==> src/design/heat_rk4_div3.sv <==
// Iterative floor division of a signed value by three, four quotient bits per cycle.
// No dependencies.
module heat_rk4_div3 #(
	parameter int WIDTH = 39
) (
	input  logic                    clk,
	input  logic                    arst_n,
	input  logic                    start,
	input  logic signed [WIDTH-1:0] dividend,
	output logic                    done,
	output logic signed [WIDTH-1:0] quotient
);

	localparam int Digits = (WIDTH + 3) / 4;
	localparam int PadW = Digits * 4;
	localparam int CntW = $clog2(Digits + 1);

	logic            busy_q;
	logic            done_q;
	logic            neg_q;
	logic [CntW-1:0] cnt_q;
	logic [PadW-1:0] a_q;
	logic [PadW-1:0] q_q;
	logic [1:0]      r_q;

	logic [WIDTH-1:0] dividend_u;
	logic [WIDTH-1:0] mag;
	logic [3:0]       q_digit;
	logic [1:0]       r_next;
	logic [WIDTH-1:0] q_mag;

	assign dividend_u = dividend;
	assign mag = dividend[WIDTH-1] ? (WIDTH'(2) - dividend_u) : dividend_u;

	always_comb begin
		logic [2:0] rr;
		rr = {1'b0, r_q};
		q_digit = '0;
		for (int b = 3; b >= 0; b--) begin
			rr = {rr[1:0], a_q[PadW-4+b]};
			if (rr >= 3'd3) begin
				rr = rr - 3'd3;
				q_digit[b] = 1'b1;
			end
		end
		r_next = rr[1:0];
	end

	always_ff @(posedge clk or negedge arst_n) begin
		if (!arst_n) begin
			busy_q <= 1'b0;
			done_q <= 1'b0;
			cnt_q <= '0;
		end else begin
			done_q <= 1'b0;
			if (start) begin
				busy_q <= 1'b1;
				cnt_q <= CntW'(Digits);
			end else if (busy_q) begin
				cnt_q <= cnt_q - 1'b1;
				if (cnt_q == CntW'(1)) begin
					busy_q <= 1'b0;
					done_q <= 1'b1;
				end
			end
		end
	end

	always_ff @(posedge clk) begin
		if (start) begin
			neg_q <= dividend[WIDTH-1];
			a_q <= PadW'(mag);
			q_q <= '0;
			r_q <= '0;
		end else if (busy_q) begin
			a_q <= a_q << 4;
			q_q <= {q_q[PadW-5:0], q_digit};
			r_q <= r_next;
		end
	end

	assign q_mag = q_q[WIDTH-1:0];
	assign quotient = neg_q ? -$signed(q_mag) : $signed(q_mag);
	assign done = done_q;

endmodule

==> config.mk <==
export PLATFORM = sky130hd
export DESIGN_NAME = heat_rk4_div3
export DESIGN_NICKNAME = d
export VERILOG_FILES = /design/src/design/heat_rk4_div3.sv
export SDC_FILE = /design/constraint.sdc
export NUM_CORES = 1
export LEC_CHECK = 0
export BUFFER_PORTS_ARGS = -buffer_cell sky130_fd_sc_hd__buf_2
export CORE_UTILIZATION = 45
export DETAILED_ROUTE_END_ITERATION = 6
export PLACE_DENSITY_LB_ADDON = 0.12
export REMOVE_ABC_BUFFERS = 1
export SETUP_SLACK_MARGIN = 0.1
export SYNTH_ARGS = -nofsm -noshare
export SYNTH_HDL_FRONTEND = slang
export SYNTH_SLANG_ARGS = --single-unit
==> constraint.sdc <==
create_clock -name clk -period 3.7 [get_ports clk]
set_clock_uncertainty 0.2 [all_clocks]
set_input_delay 0.74 -clock clk [delete_from_list [all_inputs] [get_ports clk]]
set_output_delay 0.74 -clock clk [all_outputs]
set_load 0.01 [all_outputs]
== After elaboration in Yosys (flattened, before gate mapping) ==
Cells that the tools add are included.

* Bits in registers: 88
* Input bits: 42
* Output and inout bits: 40
* Word-level logic and storage cells: 41

* Add/subtract/negate cells: 7
* $lt $le $gt $ge: 4
* Equal/unequal tests: 1
* Mux-type cells: 20
* Reductions and logical operators: 1

{| class="wikitable"
|+ Operator list
! cell !! count
|-
| two-way mux 39 bit || 4
|-
| negator 39 bit || 1
|-
| subtractor 2 x 39 -> 39 bit, first input constant || 1
|-
| >= comparator 3 x 2 -> 1 bit, second input constant || 4
|-
| two-way mux 1 bit || 10
|-
| two-way mux 2 bit || 4
|-
| two-way mux 4 bit || 2
|-
| subtractor 2 bit, second input constant || 4
|-
| equality test 4 x 1 -> 1 bit, second input constant || 1
|-
| subtractor 4 x 1 -> 4 bit, second input constant || 1
|-
| nonzero test 2 bit || 1
|}

== Depth between registers and ports, before layout ==
* Word-level depth: 8
* Depth in mapped cells: 18
* Mapped depth without buffers: 17

== Worst setup path after synthesis ==
OpenSTA, ideal clock, no wires.

* Path type: flip-flop to flip-flop
* Start: register a_q[39]
* End: register q_q[0]
* Setup time: 0.134 ns
* Arrival time: 3.344 ns
* Required time: 3.366 ns
* Slack: 0.022 ns
* Stages on the path, launching flop included: 18
* Path buffers: 1
* Clock period less this slack: 3.678 ns
* Cell sequence: dfxtp_1 > ha_1 > nor3_1 > nand2_1 > o21ai_0 > ha_1 > nor2_1 > mux2i_1 > a21oi_1 > ha_1 > clkbuf_1 > a21oi_1 > o32a_1 > o21ai_1 > ha_1 > a2111oi_1 > or3b_1 > o31ai_1

* Word-level cells in the longest chain between the ends: 8
* Elaborated cells on any way between the ends: 11
* Classes of those cells: add/sub (3); order compare (4); mux (4)

{| class="wikitable"
|+ Ends and longest elaborated chain
! what !! RTL line !! text
|-
| from (decl) || 22 || <nowiki>logic [PadW-1:0] a_q;</nowiki>
|-
| from (signal assigned) || 72 || <nowiki>a_q <= PadW'(mag);</nowiki>
|-
| from (signal assigned) || 76 || <nowiki>a_q <= a_q << 4;</nowiki>
|-
| >= comparator 3 x 2 -> 1 bit or subtractor 2 bit (tied branches) || 41, 42 ||
|-
| two-way mux 2 bit * || 41 || <nowiki>if (rr >= 3'd3) begin</nowiki>
|-
| >= comparator 3 x 2 -> 1 bit or subtractor 2 bit (tied branches) || 41, 42 ||
|-
| two-way mux 2 bit * || 41 ||
|-
| >= comparator 3 x 2 -> 1 bit or subtractor 2 bit (tied branches) || 41, 42 ||
|-
| two-way mux 2 bit * || 41 ||
|-
| >= comparator 3 x 2 -> 1 bit * || 41 ||
|-
| two-way mux 1 bit * || 41 ||
|-
| to (signal assigned) || 77 || <nowiki>q_q <= {q_q[PadW-5:0], q_digit};</nowiki>
|-
| to (decl) || 23 || <nowiki>logic [PadW-1:0] q_q;</nowiki>
|}

Mark *: on every way between the ends. The rest lies on a longest branch, timed or not.
A chain may end at the register's enable or synchronous reset.

== Final worst setup path ==
* Start: register q_q[11]
* End: output port quotient[33]

* Word-level cells in the longest chain between the ends: 2

{| class="wikitable"
|+ Ends and longest elaborated chain
! what !! RTL line !! text
|-
| negator 39 bit || 83 || <nowiki>assign quotient = neg_q ? -$signed(q_mag) : $signed(q_mag);</nowiki>
|-
| two-way mux 39 bit || 83 ||
|-
| to (decl) || 11 || <nowiki>output logic signed [WIDTH-1:0] quotient</nowiki>
|}

No other way between the ends.

==> qor.yml <==
status:
  status: "completed"
setup_path:
  required_ps: 2760
  crit_arrival_ps: 2610
  start_kind: "flip-flop"
  cp-end-kind: "output port"
  r2r_cells: 16
  crit_fanout: 5
  worstSetupPathType: "flip-flop to output port"
synth:
  seq_area_frac_synth_pct: 41.65
  synth_area_sq_um: 5263
  syn_avg_cell_area_sq_um: 9.314
  synth.most_common_cell: "nor2_1"
  yosys_warnings: 0
  synth_edf_count: 40
  ys_ff_latch: 88
  synth_top_area_share_pct: 22.82
  syn_inst: 565
  synth_commonest_cells: "nor2_1 (91), a21oi_1 (42), dfxtp_1 (42)"
  synth_area_leader_cell: "edfxtp_1"
  synth_cell_type_count: 60
  async_flop_share_pct: 6.818
  synthTopCellsByArea: "edfxtp_1 (23%), dfxtp_1 (16%), mux2i_1 (7.2%), xnor2_1 (6.7%), nor2_1 (6.5%)"
  synth-main-ff-cell: "dfxtp_1"
sta:
  worstMarginPinSlew_ps: 1121
  fin_ws_ps: 154.0
  slew_headroom_pct: 25.28
  finalSetupTns_ps: 0
  period_needed_ps: 3546
  finalHoldViolCount: 0
  slew_violations: 0
  rsz0062_at_grt: "true"
  fin_hold_ws_ps: 16.75
  max_freq_ghz: 0.2820
  post-route-period-util_pct: 95.84
  setup_viol: 0
detailed_routing:
  vias_per_cell: 5.463
  drt-initial-drc-count: 263
  post_drt_wl_per_cell_um: 14.91
  vias: 4316
  ant_nets: 0
  totalWireLength_mm: 11.78
  remaining_drc_errors: 0
  dr.pass1.iters: 5
run:
  cap_violations: 0
pwr:
  vdd.ir_drop.worst_mv: 0.5364
  comb_power_share_pct: 37.4
  swShare_pct: 33.65
  p_int_mw: 2.398
  leakagePower_nw: 2.736
  seqPwrFrac_pct: 34.4
  clkPwrFrac_pct: 28.3
  p_per_area_nw_per_um2: 571.8
  p_switching_mw: 1.216
global_route:
  antenna_found_initial: 0
  grt_pass1_wl_mm: 19.04
  overflow: 0
  grt_max_degree: 66
  groute.usage.overall_pct: 20.24
  grt_pass1_vias: 3991
floorplan:
  die-width_um: 110.1
  ioPinCount: 82
  start_util_pct: 46.09
  dieArea_sq_um: 12130
  die_h_um: 110.1
  rows: 39
  core_sq_um: 11420
cts:
  cts.sink_count: 88
  clk_pin_slew_worst_paths_ps: 60
  clockBufferDepth: 2
  clk_latency_ps: 340
  cts_root_buf: "clkbuf_16"
  cts_htree_levels: 3
  cts_tree: "yes"
  cts_inserted_buffers: 9
cells_and_area:
  diodes: 0
  fillers: 1037
  seq_area_sq_um: 2201
  layout.nets: 692
  multi_input_area_sq_um: 3013
  layout-drive-gt1-share_pct: 23.65
  area_delta_synth_final_pct: 20.11
place:
  gp_congestion: 0.8287
  io_buffer_count: 81
  place_hpwl_mm: 8.000
  post-place-ws_ps: 5.414
hold_path:
  hp-class: "input port to async pin"
-- per-stage QoR --
step	util (%)	cells	power [mW]	cell area (sq um)
final	55.36	790	3.615	6321
after global routing	55.36	790	3.847	6321
after global placement	50.70	765	2.458	5789
after CTS	54.55	786	3.579	6228
after detailed placement	50.70	765	2.491	5789
after floorplan	-	530	2.057	5119
-- layout by cell type, fill, tap and decap left out, types with 7 or more instances in the layout --
master     count
o41ai_1        7
inv_1          7
xor2_1        35
nor2_1        90
clkbuf_16     11
xnor2_1       40
o21ai_0       15
o31ai_1       17
mux2i_1       38
nand2_1       32
edfxtp_1      40
nand2b_1      11
buf_4         21
or3_1          7
buf_2         80
dfxtp_1       40
o21ai_1       17
a21oi_1       42
-- registers in the layout, indices dropped and copies added (netlist names) --
name	count
a_q	40
busy_q	1
cnt_q	4
done	1
neg_q	1
q_q	39
r_q	2
-- cells by family after synthesis --
| logic type | share of synthesized area (%) |
|---|---|
| buf+inv | 3.233 |
| compound gates | 15.24 |
| flops | 41.65 |
| fa+ha+maj | 1.902 |
| mux | 7.656 |
| xor+xnor | 12.48 |
| simple gates | 17.83 |
-- worst paths after layout --
check / to / slack (ps) / from
max: quotient[33] / 150 / q_q[11]
min: cnt_q[2] / 20 / arst_n
max reg2reg: q_q[0] / 300 / r_q[0]
min reg2reg: a_q[39] / 290 / a_q[35]
max in group asynchronous: busy_q / 3120 / arst_n
min in group clk: a_q[39] / 290 / a_q[35]
-- timing repair --
action	4_1_cts	5_1_grt
hold buffers	0	0
endpoints found under the setup margin	10	16
resized for setup	11	13
pin swaps	5	3
setup buffers	5	4
-- worst max-delay path, cell delays in order (launching register included) --
cell,delay [ps]
dfxtp_4,340
or4_4,560
nor4b_4,270
nand2_2,110
or2_4,270
nand2b_4,190
o41ai_4,230
xnor2_1,140
buf_2,150
-- power groups by stage --
| stage | registers [mW] | logic [mW] | clock network (mW) |
|---|---|---|---|
| after floorplan | 1.24 | 0.819 | 0 |
| after global placement | 1.25 | 1.20 | 0 |
| after detailed placement | 1.26 | 1.23 | 0 |
| after CTS | 1.24 | 1.30 | 1.04 |
| after global routing | 1.26 | 1.51 | 1.08 |
| final | 1.24 | 1.35 | 1.02 |
-- per-layer routing --
metal	GRT usage, %	share of wire [%]
met2	32.23	46
met3	4.292	5.1
met4	7.989	1.7
met1	26.85	47
met5	0	0
-- cell type report --
class	count	share of cell area, %
tap	143	2.831
timing repair buffer	101	8.828
inverter	7	0.4157
sequential	88	34.82
clock inverter	4	0.8709
multi-input combinational	435	47.66
clock buffer	12	4.572
No activity file was read; power rests on OpenSTA's default activity.
