### src/design/heat_rk4_ram.sv
// Generic single-write, single-read RAM with a registered read port.
// No dependencies.
module heat_rk4_ram #(
	parameter int WIDTH = 32,
	parameter int DEPTH = 64
) (
	input  logic                     clk,
	input  logic                     we,
	input  logic [$clog2(DEPTH)-1:0] waddr,
	input  logic [WIDTH-1:0]         wdata,
	input  logic [$clog2(DEPTH)-1:0] raddr,
	output logic [WIDTH-1:0]         rdata
);

	logic [WIDTH-1:0] mem_q [DEPTH];
	logic [WIDTH-1:0] rdata_q;

	always_ff @(posedge clk) begin
		if (we) begin
			mem_q[waddr] <= wdata;
		end
		rdata_q <= mem_q[raddr];
	end

	assign rdata = rdata_q;

endmodule

### config.mk
export PLATFORM = sky130hd
export DESIGN_NAME = heat_rk4_ram
export DESIGN_NICKNAME = d
export VERILOG_FILES = /design/src/design/heat_rk4_ram.sv
export SDC_FILE = /design/constraint.sdc
export NUM_CORES = 2
export LEC_CHECK = 0
export BUFFER_PORTS_ARGS = -buffer_cell sky130_fd_sc_hd__buf_4
export CORE_MARGIN = 3
export CORE_UTILIZATION = 45
export CTS_CLUSTER_DIAMETER = 50
export DETAILED_ROUTE_END_ITERATION = 6
export PLACE_DENSITY = 0.71
export SYNTH_ARGS = -nofsm -noshare
export SYNTH_HDL_FRONTEND = slang
export SYNTH_SLANG_ARGS = --single-unit
### constraint.sdc
create_clock -name clk -period 3.5 [get_ports clk]
set_clock_uncertainty 0.05 [all_clocks]
set_input_delay 0.175 -clock clk [delete_from_list [all_inputs] [get_ports clk]]
set_output_delay 0.175 -clock clk [all_outputs]
set_load 0.01 [all_outputs]
-- After elaboration in Yosys (flattened, before gate mapping)
Memory sizes are Yosys's and may differ from the RTL's. A register that Yosys moved wholly into a read port is not among the register bits.
Cells that the tools add are included.
W data, S select, Z words.
- add/subtract/negate cells: 0
- $mul: 0
- div/mod/pow operators: 0
- $lt $le $gt $ge: 0
- equality and inequality tests: 0
- shift operators: 0
- mux-type cells: 2
- bitwise gates (word level): 0
- reductions and logical operators: 0
- operators with widths (operator ; number):
    $mux W1 ; 2
- register bits after elaboration: 0
- latch bits: 0
- memory bits (writable): 2048
- memory bits (read-only): 0
- input bits: 46
- output and inout bits: 32
- word-level logic and storage cells: 3
- memories kept: 1
- memory list (memory ; words ; width ; read ports ; clocked after memory_dff ; write ports ; line ; source):
    mem_q ; 64 ; 32 ; 1 ; 1 ; 1 ; 15 ; logic [WIDTH-1:0] mem_q [DEPTH];

-- Longest topological paths before layout
- depth in word-level cells: 2
- depth in mapped cells: 10
- mapped depth without buffers: 5

-- Worst setup path after synthesis
No wires, ideal clock.
- path kind: input-to-reg
- start: in waddr[3]
- end: mem mem_q[48][0], enable pin
- arrival: 2874 ps
- path slack: 115 ps
- stages on the path: 4
- path through: clkbuf_1 > nor2b_1 > nand4b_1 > nor3_1
- RTL lines (item ; line ; source):
    start, declared ; 9 ; input logic [$clog2(DEPTH)-1:0] waddr,
    end, declared ; 15 ;
Straight into the memory's write port.

==> impl_metrics.xml <==
<?xml version="1.0" encoding="UTF-8"?>
<metrics>
  <group name="clock_network">
    <metric name="tritoncts" unit="">built</metric>
    <metric name="h-tree-depth" unit="">4</metric>
    <metric name="cts_inserted_buffers" unit="">196</metric>
    <metric name="cts.sinks" unit="">2080</metric>
    <metric name="clk_pin_slew" unit="ns">0.06</metric>
    <metric name="clk_root_buffer_cell" unit="">sky130_fd_sc_hd__clkbuf_16</metric>
    <metric name="clock_buffer_depth" unit="">3</metric>
    <metric name="post-cts-setup-buffer-count" unit="">0</metric>
    <metric name="worst_skew_pair.late_latency" unit="ns">0.80</metric>
  </group>
  <group name="synth">
    <metric name="netlist-cell-type-count" unit="">34</metric>
    <metric name="synth_nets" unit="">3370</metric>
    <metric name="syn-instance-count" unit="">3324</metric>
    <metric name="synth_area_per_cell" unit="um^2">23.62</metric>
    <metric name="post_synthesis_sequential_element_count" unit="">2080</metric>
    <metric name="top_cell_type_s_share_of_synthesized_area" unit="">0.7833</metric>
    <metric name="synth_warnings" unit="">0</metric>
    <metric name="netlist_top_cells_area" unit="">sky130_fd_sc_hd__edfxtp_1, sky130_fd_sc_hd__mux4_2, sky130_fd_sc_hd__mux2i_1</metric>
    <metric name="synth.cell_area" unit="mm^2">0.07852</metric>
    <metric name="yosysTopAreaCell" unit="">sky130_fd_sc_hd__edfxtp_1</metric>
    <metric name="synth.yosys.seq_area_share" unit="">0.7914</metric>
  </group>
  <group name="route">
    <metric name="drt_wl_total" unit="um">198400</metric>
    <metric name="detail_route_antenna_nets" unit="">0</metric>
    <metric name="num_vias" unit="">37640</metric>
    <metric name="routed_via_density" unit="">6.154</metric>
    <metric name="detail_route.wl_per_cell" unit="um">32.44</metric>
    <metric name="detail_route.drc_violations" unit="">0</metric>
    <metric name="drt_pass1_iterations" unit="">7</metric>
    <metric name="dr.first_iter.drc_count" unit="">5253</metric>
  </group>
  <group name="sta">
    <metric name="hold_ws" unit="ns">0.1530</metric>
    <metric name="time_the_final_worst_path_needs_with_i_o_delays_and_setup" unit="ns">2.750</metric>
    <metric name="timing.slew.headroom" unit="">0.2930</metric>
    <metric name="setup_violations" unit="">0</metric>
    <metric name="worst_slew_pin_slew" unit="ns">1.061</metric>
    <metric name="hold_violations" unit="">0</metric>
    <metric name="finalCritPeriodShare" unit="">0.7857</metric>
    <metric name="setup_repair_after_global_routing_missed_its_margin" unit="">no</metric>
    <metric name="max_freq" unit="MHz">363.6</metric>
    <metric name="finalMaxSlewViolations" unit="">0</metric>
    <metric name="worst_slack" unit="ns">0.7499</metric>
  </group>
  <group name="setup_path">
    <metric name="crit_path_start_kind" unit="">input pin</metric>
    <metric name="crit-reg2reg-launch" unit="">mem_q[31][18]</metric>
    <metric name="crit_arrival" unit="ns">3.30</metric>
    <metric name="reg2reg_depth" unit="">4</metric>
    <metric name="worst-endpoint-required" unit="ns">4.05</metric>
    <metric name="critical_path.max_fanout" unit="">63</metric>
    <metric name="critical_path_capture_point_type" unit="">flop</metric>
    <metric name="critical_path_class" unit="">input pin to flop</metric>
    <metric name="worstReg2RegEnd" unit="">rdata[18]</metric>
    <metric name="reg2reg_setup_slack" unit="ns">0.91</metric>
  </group>
  <group name="floorplanning">
    <metric name="start_util" unit="">0.4552</metric>
    <metric name="floorplan.die.height" unit="um">423.7</metric>
    <metric name="die_w" unit="um">423.7</metric>
    <metric name="io_pins" unit="">78</metric>
    <metric name="dieArea" unit="mm^2">0.1795</metric>
    <metric name="floorplan.core_area" unit="mm^2">0.1725</metric>
    <metric name="row_count" unit="">152</metric>
  </group>
  <group name="cells_and_area">
    <metric name="nNetsFinal" unit="">3694</metric>
    <metric name="drive_gt1_frac" unit="">0.3004</metric>
    <metric name="synthToLayoutAreaGrowth" unit="%">14.59</metric>
    <metric name="finish.instance_area" unit="mm^2">0.08997</metric>
    <metric name="final_cells" unit="">6116</metric>
    <metric name="count_of_filler_cells_inserted_in_the_layout" unit="">12880</metric>
  </group>
  <group name="placement">
    <metric name="io_port_bufs" unit="">77</metric>
    <metric name="place_hpwl" unit="um">110500</metric>
    <metric name="preCtsSetupSlack" unit="ns">-0.01787</metric>
    <metric name="finalWeightedCongestion" unit="">0.8098</metric>
    <metric name="placed_cells_incl_taps" unit="">5722</metric>
    <metric name="dpl-instance-area" unit="mm^2">0.08350</metric>
  </group>
  <group name="flow_run">
    <metric name="maxCapViolations" unit="">0</metric>
  </group>
  <group name="power_and_ir_drop">
    <metric name="ir_worst_vdd" unit="V">0.0004956</metric>
    <metric name="p_total" unit="mW">50.70</metric>
    <metric name="leakagePower" unit="nW">27.99</metric>
    <metric name="power_density" unit="mW/mm^2">563.5</metric>
  </group>
  <group name="hold_path">
    <metric name="worstHoldStart" unit="">waddr[0]</metric>
    <metric name="hold_path_class" unit="">input pin to flop</metric>
    <metric name="holdPathEnd" unit="">mem_q[51][20]</metric>
    <metric name="min_delay_path_depth" unit="">3</metric>
  </group>
  <group name="global_routing">
    <metric name="global_route_wire_length_before_repair" unit="um">282900</metric>
    <metric name="via_count_of_the_first_global_routing_pass" unit="">37960</metric>
    <metric name="grt.overflow.total" unit="">0</metric>
    <metric name="largest_net_degree_at_the_start_of_global_routing" unit="">65</metric>
    <metric name="initial_antenna_violation_count" unit="">9</metric>
    <metric name="groute.usage.overall" unit="">0.2222</metric>
  </group>
  <group name="run_status">
    <metric name="result_of_the_run" unit="">completed</metric>
  </group>
</metrics>
==> what timing repair did <==
item,4_1_cts,5_1_grt
hold buffers,38,0
gates resized for setup,0,0
endpoints found under the hold margin,2143,0
==> metal layers <==
metal,vias up,track usage,part of all wire
li1,14910,-,-
met1,20150,0.3083,0.37
met2,2232,0.3544,0.48
met3,331,0.04521,0.11
met4,8,0.07725,0.036
met5,-,0,0.00028
==> cell families (layout without fill, tap and decap cells) <==
logic type / Yosys count / in the layout / share of synthesized area
AOI/OAI and AO/OA: 202 / 202 / 0.01673
buffers and inverters: 182 / 660 / 0.01128
DFF: 2080 / 2080 / 0.7914
muxes: 637 / 637 / 0.1679
other: 0 / 4 / 0
and+or+nand+nor: 223 / 223 / 0.01265
==> power breakdown <==
part	switching, mW	total, mW	internal [mW]
clock network	8.76	20.3	11.5
registers	0.121	27.7	27.6
logic	1.67	2.71	1.04
total	10.6	50.7	40.1
==> final cells by class <==
cell class | count | area (um^2) | share of cell area
Tap cell | 2310 | 2890 | 0.03212
Multi-Input combinational cell | 1062 | 15970 | 0.1775
Clock buffer | 264 | 5295 | 0.05885
Sequential cell | 2080 | 62140 | 0.6907
Timing Repair Buffer | 308 | 2884 | 0.03205
Antenna cell | 4 | 10.01 | 0.0001113
Clock inverter | 88 | 785.8 | 0.008733
==> placed cells by master, fill, tap and decap left out, types with 7 or more instances in the layout <==
master and count:
sky130_fd_sc_hd__buf_4 230, sky130_fd_sc_hd__clkbuf_1 59, sky130_fd_sc_hd__dlygate4sd3_1 38, sky130_fd_sc_hd__mux4_2 544
sky130_fd_sc_hd__a21oi_1 62, sky130_fd_sc_hd__bufinv_16 13, sky130_fd_sc_hd__nor2_1 75, sky130_fd_sc_hd__nor2_4 62
sky130_fd_sc_hd__mux2i_1 93, sky130_fd_sc_hd__a311oi_1 8, sky130_fd_sc_hd__edfxtp_1 2048, sky130_fd_sc_hd__o22ai_1 84
sky130_fd_sc_hd__clkinv_1 34, sky130_fd_sc_hd__buf_12 36, sky130_fd_sc_hd__nand2b_1 7, sky130_fd_sc_hd__dfxtp_1 32
sky130_fd_sc_hd__clkbuf_16 200, sky130_fd_sc_hd__nor2b_1 15, sky130_fd_sc_hd__clkinv_2 28, sky130_fd_sc_hd__a22oi_1 12
sky130_fd_sc_hd__nand2_1 26, sky130_fd_sc_hd__o221ai_1 27
==> per-stage QoR <==
| stage | utilization | TNS, ns |
|---|---|---|
| after floorplan | - | 0 |
| after global placement | 0.4841 | -0.01544 |
| after detailed placement | 0.4841 | -0.01787 |
| after CTS | 0.5215 | 0 |
| after global routing | 0.5215 | 0 |
| final | 0.5216 | 0 |
==> how the worst max path moves through the flow <==
| stage | startpoint | endpoint | slack, ns | cells after the start |
|---|---|---|---|---|
| floorplan | waddr[3] | mem_q[48][0] | 0.12 | 4 |
| global placement | raddr[1] | rdata[18] | -0.02 | 7 |
| detailed placement | raddr[1] | rdata[18] | -0.02 | 7 |
| CTS | raddr[1] | rdata[18] | 0.84 | 7 |
| global route | raddr[1] | rdata[18] | 0.80 | 7 |
| finish | raddr[1] | rdata[18] | 0.75 | 7 |
==> Yosys cell counts (all sizes together) <==
library cell  number
a21oi             62
a22oi             12
a311oi             8
a31oi              1
a41o               4
and2               2
and3               4
buf              108
clkbuf            74
dfxtp             32
edfxtp          2048
mux2i             93
mux4             544
nand2             26
nand2b             8
nand3              5
nand3b             5
nand4              2
nand4b             1
nor2             137
nor2b             15
nor3               7
o221ai            27
o22ai             84
o32ai              4
or2                3
or3                3
or3b               5
==> sequential cells by signal (all words and copies together) (netlist names) <==
name / cells
mem_q: 2048
rdata: 32
==> critical path, stage by stage <==
cell and delay [ns]:
sky130_fd_sc_hd__buf_8 0.39, sky130_fd_sc_hd__buf_12 0.39, sky130_fd_sc_hd__buf_4 0.31, sky130_fd_sc_hd__mux4_2 0.35
sky130_fd_sc_hd__mux4_2 0.52, sky130_fd_sc_hd__o22ai_1 0.67, sky130_fd_sc_hd__nor2_1 0.29
(Power assumes the default switching activity.)
